`src/process_scheduler_fcfs_sjf_prio_rr_assert.svh`:
```
// Assertion macros shared by the scheduler RTL.
// No dependencies; included by the files that check their own logic.
`ifndef PROCESS_SCHEDULER_FCFS_SJF_PRIO_RR_ASSERT_SVH
`define PROCESS_SCHEDULER_FCFS_SJF_PRIO_RR_ASSERT_SVH

// expression must hold on every clock edge out of reset
`define PSCH_ASSERT_ALWAYS(lbl, clk, rst, expr) \
   lbl: assert property (@(posedge clk) disable iff (rst) (expr)) \
      else $error("scheduler check failed");

// consequent must hold in the same cycle as the antecedent
`define PSCH_ASSERT_IMPLIES(lbl, clk, rst, ante, cons) \
   lbl: assert property (@(posedge clk) disable iff (rst) (ante) |-> (cons)) \
      else $error("scheduler check failed");

`endif

```
`src/psch_pkg.sv`:
```
// Shared types and constants for the process scheduler.
// No dependencies; used by every scheduler module.
package psch_pkg;

   localparam int MAX_PROCS_DEF = 16;

   localparam int PID_W    = 16;
   localparam int TIME_W   = 16;
   localparam int URG_W    = 8;
   localparam int CLK_W    = 21;
   localparam int MODE_W   = 2;
   localparam int QUANT_W  = 16;
   localparam int CSR_IDX_W  = 1;
   localparam int CSR_DATA_W = 16;

   localparam logic [CSR_IDX_W-1:0] CSR_MODE    = 1'd0;
   localparam logic [CSR_IDX_W-1:0] CSR_QUANTUM = 1'd1;

   localparam logic [MODE_W-1:0] MODE_FCFS = 2'd0;
   localparam logic [MODE_W-1:0] MODE_SJF  = 2'd1;
   localparam logic [MODE_W-1:0] MODE_PRIO = 2'd2;
   localparam logic [MODE_W-1:0] MODE_RR   = 2'd3;

   typedef enum logic [3:0] {
      ST_IDLE,
      ST_SCAN,
      ST_SCAN_END,
      ST_DECIDE,
      ST_EMIT,
      ST_POP,
      ST_SLICE_RD,
      ST_SLICE_EX,
      ST_FINISH
   } state_type;

   typedef struct packed {
      logic load_we;
      logic drop;
      logic scan_rd;
      logic scan_init;
      logic clk_jump;
      logic pick_best;
      logic admit;
      logic push_sel;
      logic ring_rd;
      logic slice_rd;
      logic slice_exec;
      logic emit;
      logic emit_last;
      logic mark_sel;
      logic finish;
   } cmd_type;

   typedef struct packed {
      logic is_rr;
      logic any;
      logic found;
      logic adm_ok;
      logic rem_zero;
      logic out_free;
   } status_type;

endpackage

```
`src/psch_if.sv`:
```
// Handshake channel interfaces for process records and completion records.
// Depends on psch_pkg for field widths.
interface psch_req_if;
   logic                           valid;
   logic                           ready;
   logic [psch_pkg::PID_W-1:0]     pid;
   logic [psch_pkg::TIME_W-1:0]    arrival_time;
   logic [psch_pkg::TIME_W-1:0]    burst_time;
   logic [psch_pkg::URG_W-1:0]     urgency;
   logic                           last;

   modport source (output valid, pid, arrival_time, burst_time, urgency, last, input ready);
   modport sink   (input valid, pid, arrival_time, burst_time, urgency, last, output ready);
endinterface

interface psch_rsp_if;
   logic                           valid;
   logic                           ready;
   logic [psch_pkg::PID_W-1:0]     done_pid;
   logic [psch_pkg::CLK_W-1:0]     completion_time;
   logic [psch_pkg::CLK_W-1:0]     turnaround_time;
   logic [psch_pkg::CLK_W-1:0]     waiting_time;
   logic                           overflow;
   logic                           end_of_run;

   modport source (output valid, done_pid, completion_time, turnaround_time, waiting_time,
                   overflow, end_of_run, input ready);
   modport sink   (input valid, done_pid, completion_time, turnaround_time, waiting_time,
                   overflow, end_of_run, output ready);
endinterface

```
`src/psch_datapath.sv`:
```
// Scheduler datapath: record stores, ready ring, selection unit, clock and result register.
// Depends on psch_pkg; driven by psch_ctrl through cmd_type and status_type.
module psch_datapath #(
   parameter int MAX_PROCS = psch_pkg::MAX_PROCS_DEF,
   localparam int IW = $clog2(MAX_PROCS)
) (
   input  logic                              clock,
   input  logic                              reset,
   input  psch_pkg::cmd_type                 cmd,
   output psch_pkg::status_type              status,
   input  logic [IW-1:0]                     load_addr,
   input  logic [IW-1:0]                     scan_addr,
   input  logic [IW-1:0]                     ring_wr_addr,
   input  logic [IW-1:0]                     ring_rd_addr,
   input  logic [psch_pkg::PID_W-1:0]        in_pid,
   input  logic [psch_pkg::TIME_W-1:0]       in_arrival,
   input  logic [psch_pkg::TIME_W-1:0]       in_burst,
   input  logic [psch_pkg::URG_W-1:0]        in_urgency,
   input  logic                              csr_we,
   input  logic [psch_pkg::CSR_IDX_W-1:0]    csr_index,
   input  logic [psch_pkg::CSR_DATA_W-1:0]   csr_wdata,
   output logic                              out_valid,
   input  logic                              out_ready,
   output logic [psch_pkg::PID_W-1:0]        out_pid,
   output logic [psch_pkg::CLK_W-1:0]        out_completion,
   output logic [psch_pkg::CLK_W-1:0]        out_turnaround,
   output logic [psch_pkg::CLK_W-1:0]        out_waiting,
   output logic                              out_overflow,
   output logic                              out_end
);

   localparam int TW = psch_pkg::TIME_W;
   localparam int CW = psch_pkg::CLK_W;

   logic [psch_pkg::PID_W-1:0] id_mem  [MAX_PROCS];
   logic [TW-1:0]              arr_mem [MAX_PROCS];
   logic [TW-1:0]              bur_mem [MAX_PROCS];
   logic [TW-1:0]              rem_mem [MAX_PROCS];
   logic [psch_pkg::URG_W-1:0] urg_mem [MAX_PROCS];
   logic [IW-1:0]              ring_mem[MAX_PROCS];

   logic [psch_pkg::MODE_W-1:0]  mode_ff;
   logic [psch_pkg::QUANT_W-1:0] quantum_ff;

   logic [psch_pkg::PID_W-1:0] rd_id_ff;
   logic [TW-1:0]              rd_arr_ff, rd_bur_ff, rd_rem_ff;
   logic [psch_pkg::URG_W-1:0] rd_urg_ff;
   logic [IW-1:0]              ring_q_ff, sidx_ff;

   logic                       ev_valid_ff;
   logic [IW-1:0]              ev_idx_ff;
   logic                       any_ff, found_ff;
   logic [TW-1:0]              nxt_ff, bkey_ff, barr_ff, bbur_ff;
   logic [IW-1:0]              bidx_ff;
   logic [psch_pkg::PID_W-1:0] bid_ff;

   logic [IW-1:0]              sel_idx_ff;
   logic [TW-1:0]              sel_arr_ff, sel_bur_ff;
   logic [psch_pkg::PID_W-1:0] sel_id_ff;
   logic                       rem_zero_ff;

   logic [CW-1:0]              clock_ff;
   logic [MAX_PROCS-1:0]       mark_ff;
   logic                       dropped_ff;

   logic                       out_valid_ff, out_ovf_ff, out_end_ff;
   logic [psch_pkg::PID_W-1:0] out_pid_ff;
   logic [CW-1:0]              out_comp_ff, out_tat_ff, out_wait_ff;

   logic                       is_rr;
   logic [IW-1:0]              rd_addr;
   logic                       rd_en;
   logic [TW-1:0]              quant_eff, ex, rem_left, key;
   logic                       rem_we, elig, take;
   logic [IW-1:0]              rem_waddr;
   logic [TW-1:0]              rem_wdata;
   logic [CW-1:0]              tat, wait_t;

   assign is_rr     = (mode_ff == psch_pkg::MODE_RR);
   assign rd_addr   = cmd.slice_rd ? ring_q_ff : scan_addr;
   assign rd_en     = cmd.scan_rd | cmd.slice_rd;
   assign quant_eff = (quantum_ff == '0) ? TW'(1) : quantum_ff;
   assign ex        = (rd_rem_ff < quant_eff) ? rd_rem_ff : quant_eff;
   assign rem_left  = rd_rem_ff - ex;
   assign rem_we    = cmd.load_we | cmd.slice_exec;
   assign rem_waddr = cmd.load_we ? load_addr : sidx_ff;
   assign rem_wdata = cmd.load_we ? in_burst : rem_left;

   always_comb begin
      case (mode_ff)
         psch_pkg::MODE_SJF:  key = rd_bur_ff;
         psch_pkg::MODE_PRIO: key = {{(TW-psch_pkg::URG_W){1'b0}}, rd_urg_ff};
         default:             key = rd_arr_ff;
      endcase
   end

   assign elig = is_rr | ({{(CW-TW){1'b0}}, rd_arr_ff} <= clock_ff);
   assign take = ev_valid_ff & ~mark_ff[ev_idx_ff] & elig & (~found_ff | (key < bkey_ff));

   assign tat    = clock_ff - {{(CW-TW){1'b0}}, sel_arr_ff};
   assign wait_t = tat - {{(CW-TW){1'b0}}, sel_bur_ff};

   // stores
   always_ff @(posedge clock) begin
      if (cmd.load_we) begin
         id_mem[load_addr]  <= in_pid;
         arr_mem[load_addr] <= in_arrival;
         bur_mem[load_addr] <= in_burst;
         urg_mem[load_addr] <= in_urgency;
      end
      if (rem_we) begin
         rem_mem[rem_waddr] <= rem_wdata;
      end
      if (rd_en) begin
         rd_id_ff  <= id_mem[rd_addr];
         rd_arr_ff <= arr_mem[rd_addr];
         rd_bur_ff <= bur_mem[rd_addr];
         rd_urg_ff <= urg_mem[rd_addr];
         rd_rem_ff <= rem_mem[rd_addr];
      end
   end

   always_ff @(posedge clock) begin
      if (cmd.admit) begin
         ring_mem[ring_wr_addr] <= bidx_ff;
      end else if (cmd.push_sel) begin
         ring_mem[ring_wr_addr] <= sel_idx_ff;
      end
      if (cmd.ring_rd) begin
         ring_q_ff <= ring_mem[ring_rd_addr];
      end
      if (cmd.slice_rd) begin
         sidx_ff <= ring_q_ff;
      end
   end

   // csr
   always_ff @(posedge clock) begin
      if (reset) begin
         mode_ff    <= psch_pkg::MODE_FCFS;
         quantum_ff <= psch_pkg::QUANT_W'(1);
      end else if (csr_we) begin
         case (csr_index)
            psch_pkg::CSR_MODE:    mode_ff    <= csr_wdata[psch_pkg::MODE_W-1:0];
            psch_pkg::CSR_QUANTUM: quantum_ff <= csr_wdata[psch_pkg::QUANT_W-1:0];
            default: ;
         endcase
      end
   end

   // selection unit
   always_ff @(posedge clock) begin
      if (reset) begin
         ev_valid_ff <= 1'b0;
         any_ff      <= 1'b0;
         found_ff    <= 1'b0;
      end else begin
         ev_valid_ff <= cmd.scan_rd;
         if (cmd.scan_init) begin
            any_ff   <= 1'b0;
            found_ff <= 1'b0;
         end else if (ev_valid_ff && !mark_ff[ev_idx_ff]) begin
            any_ff <= 1'b1;
            if (take) begin
               found_ff <= 1'b1;
            end
         end
      end
   end

   always_ff @(posedge clock) begin
      ev_idx_ff <= scan_addr;
      if (ev_valid_ff && !mark_ff[ev_idx_ff] && (!any_ff || rd_arr_ff < nxt_ff)) begin
         nxt_ff <= rd_arr_ff;
      end
      if (take) begin
         bkey_ff <= key;
         bidx_ff <= ev_idx_ff;
         barr_ff <= rd_arr_ff;
         bbur_ff <= rd_bur_ff;
         bid_ff  <= rd_id_ff;
      end
      if (cmd.pick_best) begin
         sel_idx_ff <= bidx_ff;
         sel_arr_ff <= barr_ff;
         sel_bur_ff <= bbur_ff;
         sel_id_ff  <= bid_ff;
      end else if (cmd.slice_exec) begin
         sel_idx_ff  <= sidx_ff;
         sel_arr_ff  <= rd_arr_ff;
         sel_bur_ff  <= rd_bur_ff;
         sel_id_ff   <= rd_id_ff;
         rem_zero_ff <= (rem_left == '0);
      end
   end

   // run clock, marks, drop flag
   always_ff @(posedge clock) begin
      if (reset || cmd.finish) begin
         clock_ff   <= '0;
         mark_ff    <= '0;
         dropped_ff <= 1'b0;
      end else begin
         if (cmd.clk_jump) begin
            clock_ff <= {{(CW-TW){1'b0}}, nxt_ff};
         end else if (cmd.pick_best) begin
            clock_ff <= clock_ff + {{(CW-TW){1'b0}}, bbur_ff};
         end else if (cmd.slice_exec) begin
            clock_ff <= clock_ff + {{(CW-TW){1'b0}}, ex};
         end
         if (cmd.admit) begin
            mark_ff[bidx_ff] <= 1'b1;
         end
         if (cmd.mark_sel) begin
            mark_ff[sel_idx_ff] <= 1'b1;
         end
         if (cmd.drop) begin
            dropped_ff <= 1'b1;
         end
      end
   end

   // result register
   always_ff @(posedge clock) begin
      if (reset) begin
         out_valid_ff <= 1'b0;
      end else if (cmd.emit) begin
         out_valid_ff <= 1'b1;
      end else if (out_ready) begin
         out_valid_ff <= 1'b0;
      end
   end

   always_ff @(posedge clock) begin
      if (cmd.emit) begin
         out_pid_ff  <= sel_id_ff;
         out_comp_ff <= clock_ff;
         out_tat_ff  <= tat;
         out_wait_ff <= wait_t;
         out_ovf_ff  <= dropped_ff;
         out_end_ff  <= cmd.emit_last;
      end
   end

   assign out_valid      = out_valid_ff;
   assign out_pid        = out_pid_ff;
   assign out_completion = out_comp_ff;
   assign out_turnaround = out_tat_ff;
   assign out_waiting    = out_wait_ff;
   assign out_overflow   = out_ovf_ff;
   assign out_end        = out_end_ff;

   assign status.is_rr    = is_rr;
   assign status.any      = any_ff;
   assign status.found    = found_ff;
   assign status.adm_ok   = found_ff & ({{(CW-TW){1'b0}}, barr_ff} <= clock_ff);
   assign status.rem_zero = rem_zero_ff;
   assign status.out_free = ~out_valid_ff | out_ready;

endmodule

```
`src/psch_ctrl.sv`:
```
// Scheduler controller: load counting, table scans, ready ring pointers and run sequencing.
// Depends on psch_pkg and the assertion macro header; drives psch_datapath.
`include "process_scheduler_fcfs_sjf_prio_rr_assert.svh"

module psch_ctrl #(
   parameter int MAX_PROCS = psch_pkg::MAX_PROCS_DEF,
   localparam int IW = $clog2(MAX_PROCS),
   localparam int CW = $clog2(MAX_PROCS + 1)
) (
   input  logic                  clock,
   input  logic                  reset,
   input  logic                  req_valid,
   input  logic                  req_last,
   output logic                  req_ready,
   output psch_pkg::cmd_type     cmd,
   input  psch_pkg::status_type  status,
   output logic [IW-1:0]         load_addr,
   output logic [IW-1:0]         scan_addr,
   output logic [IW-1:0]         ring_wr_addr,
   output logic [IW-1:0]         ring_rd_addr
);

   psch_pkg::state_type state_ff, state_in;
   logic [CW-1:0] n_ff, n_in;
   logic [CW-1:0] done_ff, done_in;
   logic [CW-1:0] rcnt_ff, rcnt_in;
   logic [IW-1:0] cnt_ff, cnt_in;
   logic [IW-1:0] head_ff, head_in;
   logic          post_ff, post_in;
   logic [CW:0]   wsum;
   logic          is_last_done;

   assign wsum = (CW+1)'(head_ff) + (CW+1)'(rcnt_ff);
   assign ring_wr_addr = (wsum >= (CW+1)'(MAX_PROCS)) ?
                         IW'(wsum - (CW+1)'(MAX_PROCS)) : IW'(wsum);
   assign ring_rd_addr = head_ff;
   assign load_addr    = IW'(n_ff);
   assign scan_addr    = cnt_ff;
   assign is_last_done = ((done_ff + CW'(1)) == n_ff);

   always_ff @(posedge clock) begin
      if (reset) begin
         state_ff <= psch_pkg::ST_IDLE;
         n_ff     <= '0;
         done_ff  <= '0;
         rcnt_ff  <= '0;
         cnt_ff   <= '0;
         head_ff  <= '0;
         post_ff  <= 1'b0;
      end else begin
         state_ff <= state_in;
         n_ff     <= n_in;
         done_ff  <= done_in;
         rcnt_ff  <= rcnt_in;
         cnt_ff   <= cnt_in;
         head_ff  <= head_in;
         post_ff  <= post_in;
      end
   end

   always_comb begin
      state_in  = state_ff;
      n_in      = n_ff;
      done_in   = done_ff;
      rcnt_in   = rcnt_ff;
      cnt_in    = cnt_ff;
      head_in   = head_ff;
      post_in   = post_ff;
      cmd       = '0;
      req_ready = 1'b0;
      case (state_ff)
         psch_pkg::ST_IDLE: begin
            req_ready = 1'b1;
            if (req_valid) begin
               if (n_ff < CW'(MAX_PROCS)) begin
                  cmd.load_we = 1'b1;
                  n_in        = n_ff + CW'(1);
               end else begin
                  cmd.drop = 1'b1;
               end
               if (req_last) begin
                  state_in = psch_pkg::ST_SCAN;
                  cnt_in   = '0;
                  done_in  = '0;
                  rcnt_in  = '0;
                  head_in  = '0;
                  post_in  = 1'b0;
               end
            end
         end
         psch_pkg::ST_SCAN: begin
            cmd.scan_rd   = 1'b1;
            cmd.scan_init = (cnt_ff == '0);
            if (CW'(cnt_ff) == n_ff - CW'(1)) begin
               state_in = psch_pkg::ST_SCAN_END;
            end else begin
               cnt_in = cnt_ff + IW'(1);
            end
         end
         psch_pkg::ST_SCAN_END: begin
            state_in = psch_pkg::ST_DECIDE;
         end
         psch_pkg::ST_DECIDE: begin
            cnt_in = '0;
            if (!status.is_rr) begin
               if (status.found) begin
                  cmd.pick_best = 1'b1;
                  state_in      = psch_pkg::ST_EMIT;
               end else if (status.any) begin
                  cmd.clk_jump = 1'b1;
                  state_in     = psch_pkg::ST_SCAN;
               end else begin
                  state_in = psch_pkg::ST_FINISH;
               end
            end else if (status.adm_ok) begin
               cmd.admit = 1'b1;
               rcnt_in   = rcnt_ff + CW'(1);
               state_in  = psch_pkg::ST_SCAN;
            end else if (!post_ff) begin
               if (rcnt_ff != '0) begin
                  state_in = psch_pkg::ST_POP;
               end else if (status.found) begin
                  cmd.clk_jump = 1'b1;
                  state_in     = psch_pkg::ST_SCAN;
               end else begin
                  state_in = psch_pkg::ST_FINISH;
               end
            end else if (status.rem_zero) begin
               state_in = psch_pkg::ST_EMIT;
            end else begin
               cmd.push_sel = 1'b1;
               rcnt_in      = rcnt_ff + CW'(1);
               post_in      = 1'b0;
               state_in     = psch_pkg::ST_SCAN;
            end
         end
         psch_pkg::ST_EMIT: begin
            if (status.out_free) begin
               cmd.emit      = 1'b1;
               cmd.emit_last = is_last_done;
               cmd.mark_sel  = ~status.is_rr;
               done_in       = done_ff + CW'(1);
               post_in       = 1'b0;
               cnt_in        = '0;
               state_in      = is_last_done ? psch_pkg::ST_FINISH : psch_pkg::ST_SCAN;
            end
         end
         psch_pkg::ST_POP: begin
            cmd.ring_rd = 1'b1;
            head_in     = (head_ff == IW'(MAX_PROCS - 1)) ? '0 : head_ff + IW'(1);
            rcnt_in     = rcnt_ff - CW'(1);
            state_in    = psch_pkg::ST_SLICE_RD;
         end
         psch_pkg::ST_SLICE_RD: begin
            cmd.slice_rd = 1'b1;
            state_in     = psch_pkg::ST_SLICE_EX;
         end
         psch_pkg::ST_SLICE_EX: begin
            cmd.slice_exec = 1'b1;
            post_in        = 1'b1;
            cnt_in         = '0;
            state_in       = psch_pkg::ST_SCAN;
         end
         psch_pkg::ST_FINISH: begin
            cmd.finish = 1'b1;
            n_in       = '0;
            state_in   = psch_pkg::ST_IDLE;
         end
         default: begin
            state_in = psch_pkg::ST_IDLE;
         end
      endcase
   end

   `PSCH_ASSERT_ALWAYS(a_load_cap, clock, reset, n_ff <= CW'(MAX_PROCS))
   `PSCH_ASSERT_ALWAYS(a_ring_cap, clock, reset, rcnt_ff <= n_ff)
   `PSCH_ASSERT_IMPLIES(a_emit_free, clock, reset, cmd.emit, status.out_free)
   `PSCH_ASSERT_IMPLIES(a_emit_count, clock, reset, state_ff == psch_pkg::ST_EMIT, done_ff < n_ff)

endmodule

```
`src/process_scheduler_fcfs_sjf_prio_rr.sv`:
```
// Process scheduler (FCFS, SJF, priority, round robin). Records load at one beat per cycle
// while idle into a MAX_PROCS-entry table; the beat flagged last starts the run and the
// request side stays stalled until the last completion beat is in the output register.
// Each selection walks the table once through the registered store read port; an idle gap
// costs a further walk. Round robin spends one walk per admission to the ready ring and two
// per slice, plus the ring pop and slice update (ST_POP, ST_SLICE_RD, ST_SLICE_EX) and the
// ST_EMIT state for each completion beat. A completion beat waits in the output register
// while the next selection proceeds. Mode and quantum are to be written only idle: the user
// must keep to this, as the block itself does not enforce it.
module process_scheduler_fcfs_sjf_prio_rr #(
   parameter int MAX_PROCS = psch_pkg::MAX_PROCS_DEF
) (
   input  logic                             clock,
   input  logic                             reset,
   psch_req_if.sink                         req,
   psch_rsp_if.source                       rsp,
   input  logic                             csr_we,
   input  logic [psch_pkg::CSR_IDX_W-1:0]   csr_index,
   input  logic [psch_pkg::CSR_DATA_W-1:0]  csr_wdata
);

   localparam int IW = $clog2(MAX_PROCS);

   psch_pkg::cmd_type    cmd;
   psch_pkg::status_type status;
   logic [IW-1:0]        load_addr, scan_addr, ring_wr_addr, ring_rd_addr;

   psch_ctrl #(.MAX_PROCS(MAX_PROCS)) u_ctrl (
      .clock        (clock),
      .reset        (reset),
      .req_valid    (req.valid),
      .req_last     (req.last),
      .req_ready    (req.ready),
      .cmd          (cmd),
      .status       (status),
      .load_addr    (load_addr),
      .scan_addr    (scan_addr),
      .ring_wr_addr (ring_wr_addr),
      .ring_rd_addr (ring_rd_addr)
   );

   psch_datapath #(.MAX_PROCS(MAX_PROCS)) u_datapath (
      .clock          (clock),
      .reset          (reset),
      .cmd            (cmd),
      .status         (status),
      .load_addr      (load_addr),
      .scan_addr      (scan_addr),
      .ring_wr_addr   (ring_wr_addr),
      .ring_rd_addr   (ring_rd_addr),
      .in_pid         (req.pid),
      .in_arrival     (req.arrival_time),
      .in_burst       (req.burst_time),
      .in_urgency     (req.urgency),
      .csr_we         (csr_we),
      .csr_index      (csr_index),
      .csr_wdata      (csr_wdata),
      .out_valid      (rsp.valid),
      .out_ready      (rsp.ready),
      .out_pid        (rsp.done_pid),
      .out_completion (rsp.completion_time),
      .out_turnaround (rsp.turnaround_time),
      .out_waiting    (rsp.waiting_time),
      .out_overflow   (rsp.overflow),
      .out_end        (rsp.end_of_run)
   );

endmodule
```
`src/flat_wrapper.sv`:
```
// flat-port wrapper written by rule: the top's interface ports become plain ports
module process_scheduler_fcfs_sjf_prio_rr_flat 
#(
   parameter int MAX_PROCS = psch_pkg::MAX_PROCS_DEF
)
  (clock, reset, csr_we, csr_index, csr_wdata, req_valid, req_pid, req_arrival_time, req_burst_time, req_urgency, req_last, req_ready, rsp_valid, rsp_done_pid, rsp_completion_time, rsp_turnaround_time, rsp_waiting_time, rsp_overflow, rsp_end_of_run, rsp_ready);
  psch_req_if req_i ();
  psch_rsp_if rsp_i ();
  input  logic clock;
  input  logic reset;
  input  logic csr_we;
  input  logic [psch_pkg::CSR_IDX_W-1:0] csr_index;
  input  logic [psch_pkg::CSR_DATA_W-1:0] csr_wdata;
  input wire logic [$bits(req_i.valid)-1:0] req_valid;
  input wire logic [$bits(req_i.pid)-1:0] req_pid;
  input wire logic [$bits(req_i.arrival_time)-1:0] req_arrival_time;
  input wire logic [$bits(req_i.burst_time)-1:0] req_burst_time;
  input wire logic [$bits(req_i.urgency)-1:0] req_urgency;
  input wire logic [$bits(req_i.last)-1:0] req_last;
  output wire logic [$bits(req_i.ready)-1:0] req_ready;
  output wire logic [$bits(rsp_i.valid)-1:0] rsp_valid;
  output wire logic [$bits(rsp_i.done_pid)-1:0] rsp_done_pid;
  output wire logic [$bits(rsp_i.completion_time)-1:0] rsp_completion_time;
  output wire logic [$bits(rsp_i.turnaround_time)-1:0] rsp_turnaround_time;
  output wire logic [$bits(rsp_i.waiting_time)-1:0] rsp_waiting_time;
  output wire logic [$bits(rsp_i.overflow)-1:0] rsp_overflow;
  output wire logic [$bits(rsp_i.end_of_run)-1:0] rsp_end_of_run;
  input wire logic [$bits(rsp_i.ready)-1:0] rsp_ready;
  assign req_i.valid = req_valid;
  assign req_i.pid = req_pid;
  assign req_i.arrival_time = req_arrival_time;
  assign req_i.burst_time = req_burst_time;
  assign req_i.urgency = req_urgency;
  assign req_i.last = req_last;
  assign req_ready = req_i.ready;
  assign rsp_valid = rsp_i.valid;
  assign rsp_done_pid = rsp_i.done_pid;
  assign rsp_completion_time = rsp_i.completion_time;
  assign rsp_turnaround_time = rsp_i.turnaround_time;
  assign rsp_waiting_time = rsp_i.waiting_time;
  assign rsp_overflow = rsp_i.overflow;
  assign rsp_end_of_run = rsp_i.end_of_run;
  assign rsp_i.ready = rsp_ready;
  process_scheduler_fcfs_sjf_prio_rr #(.MAX_PROCS(MAX_PROCS)) u_core (.clock(clock), .reset(reset), .req(req_i), .rsp(rsp_i), .csr_we(csr_we), .csr_index(csr_index), .csr_wdata(csr_wdata));
endmodule
```
`config.mk`:
```
export PLATFORM = sky130hd
export DESIGN_NAME = process_scheduler_fcfs_sjf_prio_rr_flat
export DESIGN_NICKNAME = d
export VERILOG_FILES = /design/src/psch_pkg.sv /design/src/psch_if.sv /design/src/psch_datapath.sv /design/src/psch_ctrl.sv /design/src/process_scheduler_fcfs_sjf_prio_rr.sv /design/src/flat_wrapper.sv
export VERILOG_INCLUDE_DIRS = /design/src /design/src/src
export SDC_FILE = /design/constraint.sdc
export NUM_CORES = 2
export LEC_CHECK = 0
export BUFFER_PORTS_ARGS = -buffer_cell sky130_fd_sc_hd__buf_2
export CAP_MARGIN = 10
export CORE_ASPECT_RATIO = 1.4
export CORE_MARGIN = 2
export CORE_UTILIZATION = 50
export CTS_CLUSTER_DIAMETER = 40
export CTS_CLUSTER_SIZE = 20
export DETAILED_ROUTE_END_ITERATION = 12
export HOLD_SLACK_MARGIN = 0.03
export PLACE_DENSITY = 0.62
export SYNTH_ARGS = -nofsm -noshare
export SYNTH_HDL_FRONTEND = slang
export SYNTH_SLANG_ARGS = --single-unit
```
`constraint.sdc`:
```
create_clock -name clock -period 11.5 [get_ports clock]
set_input_delay 0 -clock clock [delete_from_list [all_inputs] [get_ports clock]]
set_output_delay 0 -clock clock [all_outputs]
set_load 0.05 [all_outputs]
```
==> results by group <==
Floorplan
  – Die area: around 140,000 um2
  – Top Ports: roughly 160
  – Chip height: about 440 um
  – Core area: between 100,000 and 150,000 um2
  – Site Rows: roughly 160
  – Die width: slightly above 300 um
  – Initial Utilization: around half

Timing
  – Final worst-path cycle share: a little under half
  – Max-slew violation count: 0
  – Final WS setup: between 6000 and 7000 ps
  – Clock Skew: about 42 ps
  – RSZ-0062 raised after global routing: false
  – Hold WS: about 110 ps
  – Slew HR: 21.4%
  – Final Hold Viols: 0
  – Minimum clock period: between 5000 and 6000 ps
  – FMAX: about 0.18 GHz
  – Slew @ Worst Pin: around 1200 ps
  – Post-route setup TNS: 0 ps
  – Final setup fails: 0

Clocking
  – CTS Buf Count: about 150
  – CTS tree: built
  – Postcts setup bufs: 0
  – Clock transition at path regs: around 70 ps
  – Clk Latency, worst-skew pair: roughly 810 ps
  – CTS Buffer Depth: 3
  – CTS H-Tree Depth: 4
  – CTS Root Buffer Type: clkbuf_16
  – Sink Count: approximately 1.6k

Logic synthesis
  – Sequential share of the synthesized area: 71.3%
  – Post-synthesis adder-cell area fraction: ~3.2%
  – Main synth FF type: edfxtp_1
  – Synth Cell Area: around 66,000 um2
  – Leading area contributor after synthesis: edfxtp_1
  – Synth unique cells: 75
  – Compound-cell area share of the yosys netlist: around 5.5%
  – Synth area leaders: edfxtp_1, mux4_2, ha_1
  – Post-synthesis instance total: between 3k and 4k
  – Yosys Warn Count: 0
  – Synth cell count leaders: edfxtp_1, nand2_1, mux4_2, nor2_1, ha_1
  – Synthesized flop and latch total: 1,606
  – Asr flop ratio synth: 0%
  – Top-count cell post-synth: edfxtp_1
  – Syn nets: approximately 4.2k
  – Avg Inst Size Synth: roughly 17 um2
  – Post-Synth XOR/XNOR Area: between 1 and 1.5%
  – Largest family of logic cells by synthesized area: multiplexers
  – Synth top area share: between 60 and 70%
  – Post-synthesis mux area share: around 11%
  – Post-synthesis simple-gate area fraction: 6.02%
  – Post-synth EDFFs: around 1.5k

Routing
  – Routed len/inst: 25.9 um
  – Routed via count: around 36k
  – Routed WL: around 160 mm
  – Iter 0 DRT Violations: roughly 3.2k
  – DRT Pass-1 Iters: 5
  – Remaining antenna violation count: 0
  – DRC: 0
  – Via density: a little under 6

Power
  – Peak supply drop: 0.173 mV
  – PwrDens: ~200 nW/um2
  – Overall Power: between 15 and 20 mW
  – Lkg Pwr: 25.9 nW

Global routing
  – Overflow left after global routing: 0
  – Vias in the first global route: 36.8k
  – Largest net degree at the start of global routing: about 150
  – First-pass GRT wire length: 238 mm
  – Gr usage total: about a quarter
  – Initial antenna violation count: 10

Hold path
  – Worst Hold End: u_core.u_datapath.id_mem[10][5]$_DFFE_PP_
  – Hold path depth: 2
  – HP Start: req_pid[5]
  – Hold WC Path Type: input port to flop

Place
  – Worst slack, placed: roughly 6200 ps
  – Dpl hpwl: approximately 93 mm
  – Port Buffers: between 150 and 200
  – GP Congestion: 0.886

Final layout
  – Final nets: between 4k and 5k
  – Area Overhead vs Synth: 14.1%
  – Filler Cells Inserted: around 10k
  – Layout cells sized above 1: ~20%

Outcome
  – Outcome: finished, final reports clean

Critical path
  – Critical R2R Capture: u_core.u_datapath.rem_mem[14][14]$_DFFE_PP_
  – Crit path arrival time: 5950 ps
  – Crit path required time: roughly 12,000 ps
  – Worst setup SP type: flop
  – R2r setup slk: about 6000 ps
  – CP Class: flop to flop
  – R2R cell count: 20
  – Critical path fanouts, max: 16
  – CP endpoint kind: flop
  – RR Startpoint: u_core.u_datapath.rd_rem_ff[9]$_DFFE_PP_

Run
  – Max Cap Viol: 0
cells in the final DEF (no fill, tap or decap), types with 74 or more instances in the layout:
master	count
dlygate4sd3_1	121
and2_1	79
edfxtp_1	1514
a21oi_1	125
clkbuf_16	150
o21ai_0	94
ha_1	158
dfxtp_1	92
nand2_1	448
a211oi_1	88
buf_4	74
inv_1	128
nor2_1	131
buf_2	161
a31oi_1	96
mux4_2	313
metrics by stage:
stage | std cells | instance area, um2 | util, %
6_report | 6170 | 75700 | 57.3
5_1_grt | 6165 | 75700 | 57.3
4_1_cts | 6162 | 75700 | 57.3
3_5_place_dp | 5774 | 69500 | 52.6
3_3_place_gp | 5774 | 69500 | 52.6
2_1_floorplan | 3956 | 66400 | -
critical path, cell delays in order, from the launching register on:
cell and delay [ps]:
edfxtp_1 420, ha_1 340, a21oi_1 160, nor2_1 80, a2111oi_0 500, nor2_1 90, o211ai_1 220, nand3_1 240
mux2i_1 310, ha_1 230, inv_1 60, fa_1 450, a211oi_1 240, o21bai_1 150, o311ai_0 330, nand4b_1 200
a21o_1 220, a21oi_1 200, o21ai_0 140, xor2_1 170, mux2_2 400
power by group:
group / switching [mW] / leakage (nW) / internal [mW]
clock: 2.33 / 2.43 / 2.71
combinational: 1.78 / 9.09 / 1.20
sequential: 0.297 / 14.4 / 7.21
metal layers:
layer | vias up | track usage (%) | part of all wire [%]
li1 | 16200 | - | -
met1 | 18800 | 31.2 | 41
met2 | 1030 | 40.8 | 51
met3 | 240 | 3.94 | 5.4
met4 | 12 | 6.30 | 2.4
met5 | - | 0 | 0.046
registers in the layout, indices dropped and copies added (netlist names), 21 cells and up:
name	count
u_core.u_datapath.arr_mem	256
u_core.u_datapath.bur_mem	256
u_core.u_datapath.clock_ff	21
u_core.u_datapath.id_mem	256
u_core.u_datapath.out_completion	21
u_core.u_datapath.out_turnaround	21
u_core.u_datapath.out_waiting	21
u_core.u_datapath.rem_mem	256
u_core.u_datapath.ring_mem	64
u_core.u_datapath.urg_mem	128
layout make-up:
cell class	count	area [um2]	area share, %
inverter	131	493	0.651
multi-input combinational	2040	18100	23.8
clock buffer	156	3780	4.99
timing repair buffer	359	2630	3.48
tap	1760	2200	2.91
antenna	7	17.5	0.0231
sequential	1606	47300	62.5
clock inverter	111	1240	1.63
logic make-up (layout without fill, tap and decap cells):
kind of cell	after synthesis	count (layout)
compound gates	564	564
xor+xnor	79	79
fa+ha+maj	164	164
buf+inv	310	757
flops	1606	1606
mux	346	346
other cells	0	7
simple gates	887	887
repair_timing:
action / 4_1_cts / 5_1_grt
endpoints found under the hold margin: 993 / 0
gates resized for setup: 0 / 0
endpoints found under the setup margin: 0 / 0
hold buffers: 121 / 0
worst max-delay path by stage:
stage,slack (ps),cells past startpoint,startpoint,endpoint
after detailed placement,6180,20,u_core.u_datapath.rd_rem_ff[9]$_DFFE_PP_,u_core.u_datapath.rem_mem[15][14]$_DFFE_PP_
final,6050,20,u_core.u_datapath.rd_rem_ff[9]$_DFFE_PP_,u_core.u_datapath.rem_mem[14][14]$_DFFE_PP_
after global routing,5460,20,u_core.u_datapath.rd_rem_ff[9]$_DFFE_PP_,u_core.u_datapath.rem_mem[14][14]$_DFFE_PP_
after CTS,5990,20,u_core.u_datapath.rd_rem_ff[9]$_DFFE_PP_,u_core.u_datapath.rem_mem[14][14]$_DFFE_PP_
after global placement,6230,20,u_core.u_datapath.rd_rem_ff[9]$_DFFE_PP_,u_core.u_datapath.rem_mem[14][14]$_DFFE_PP_
after floorplan,3610,12,u_core.u_datapath.mode_ff[0]$_SDFFE_PP0P_,u_core.u_datapath.barr_ff[0]$_DFFE_PP_
(Power assumes the default switching activity.)
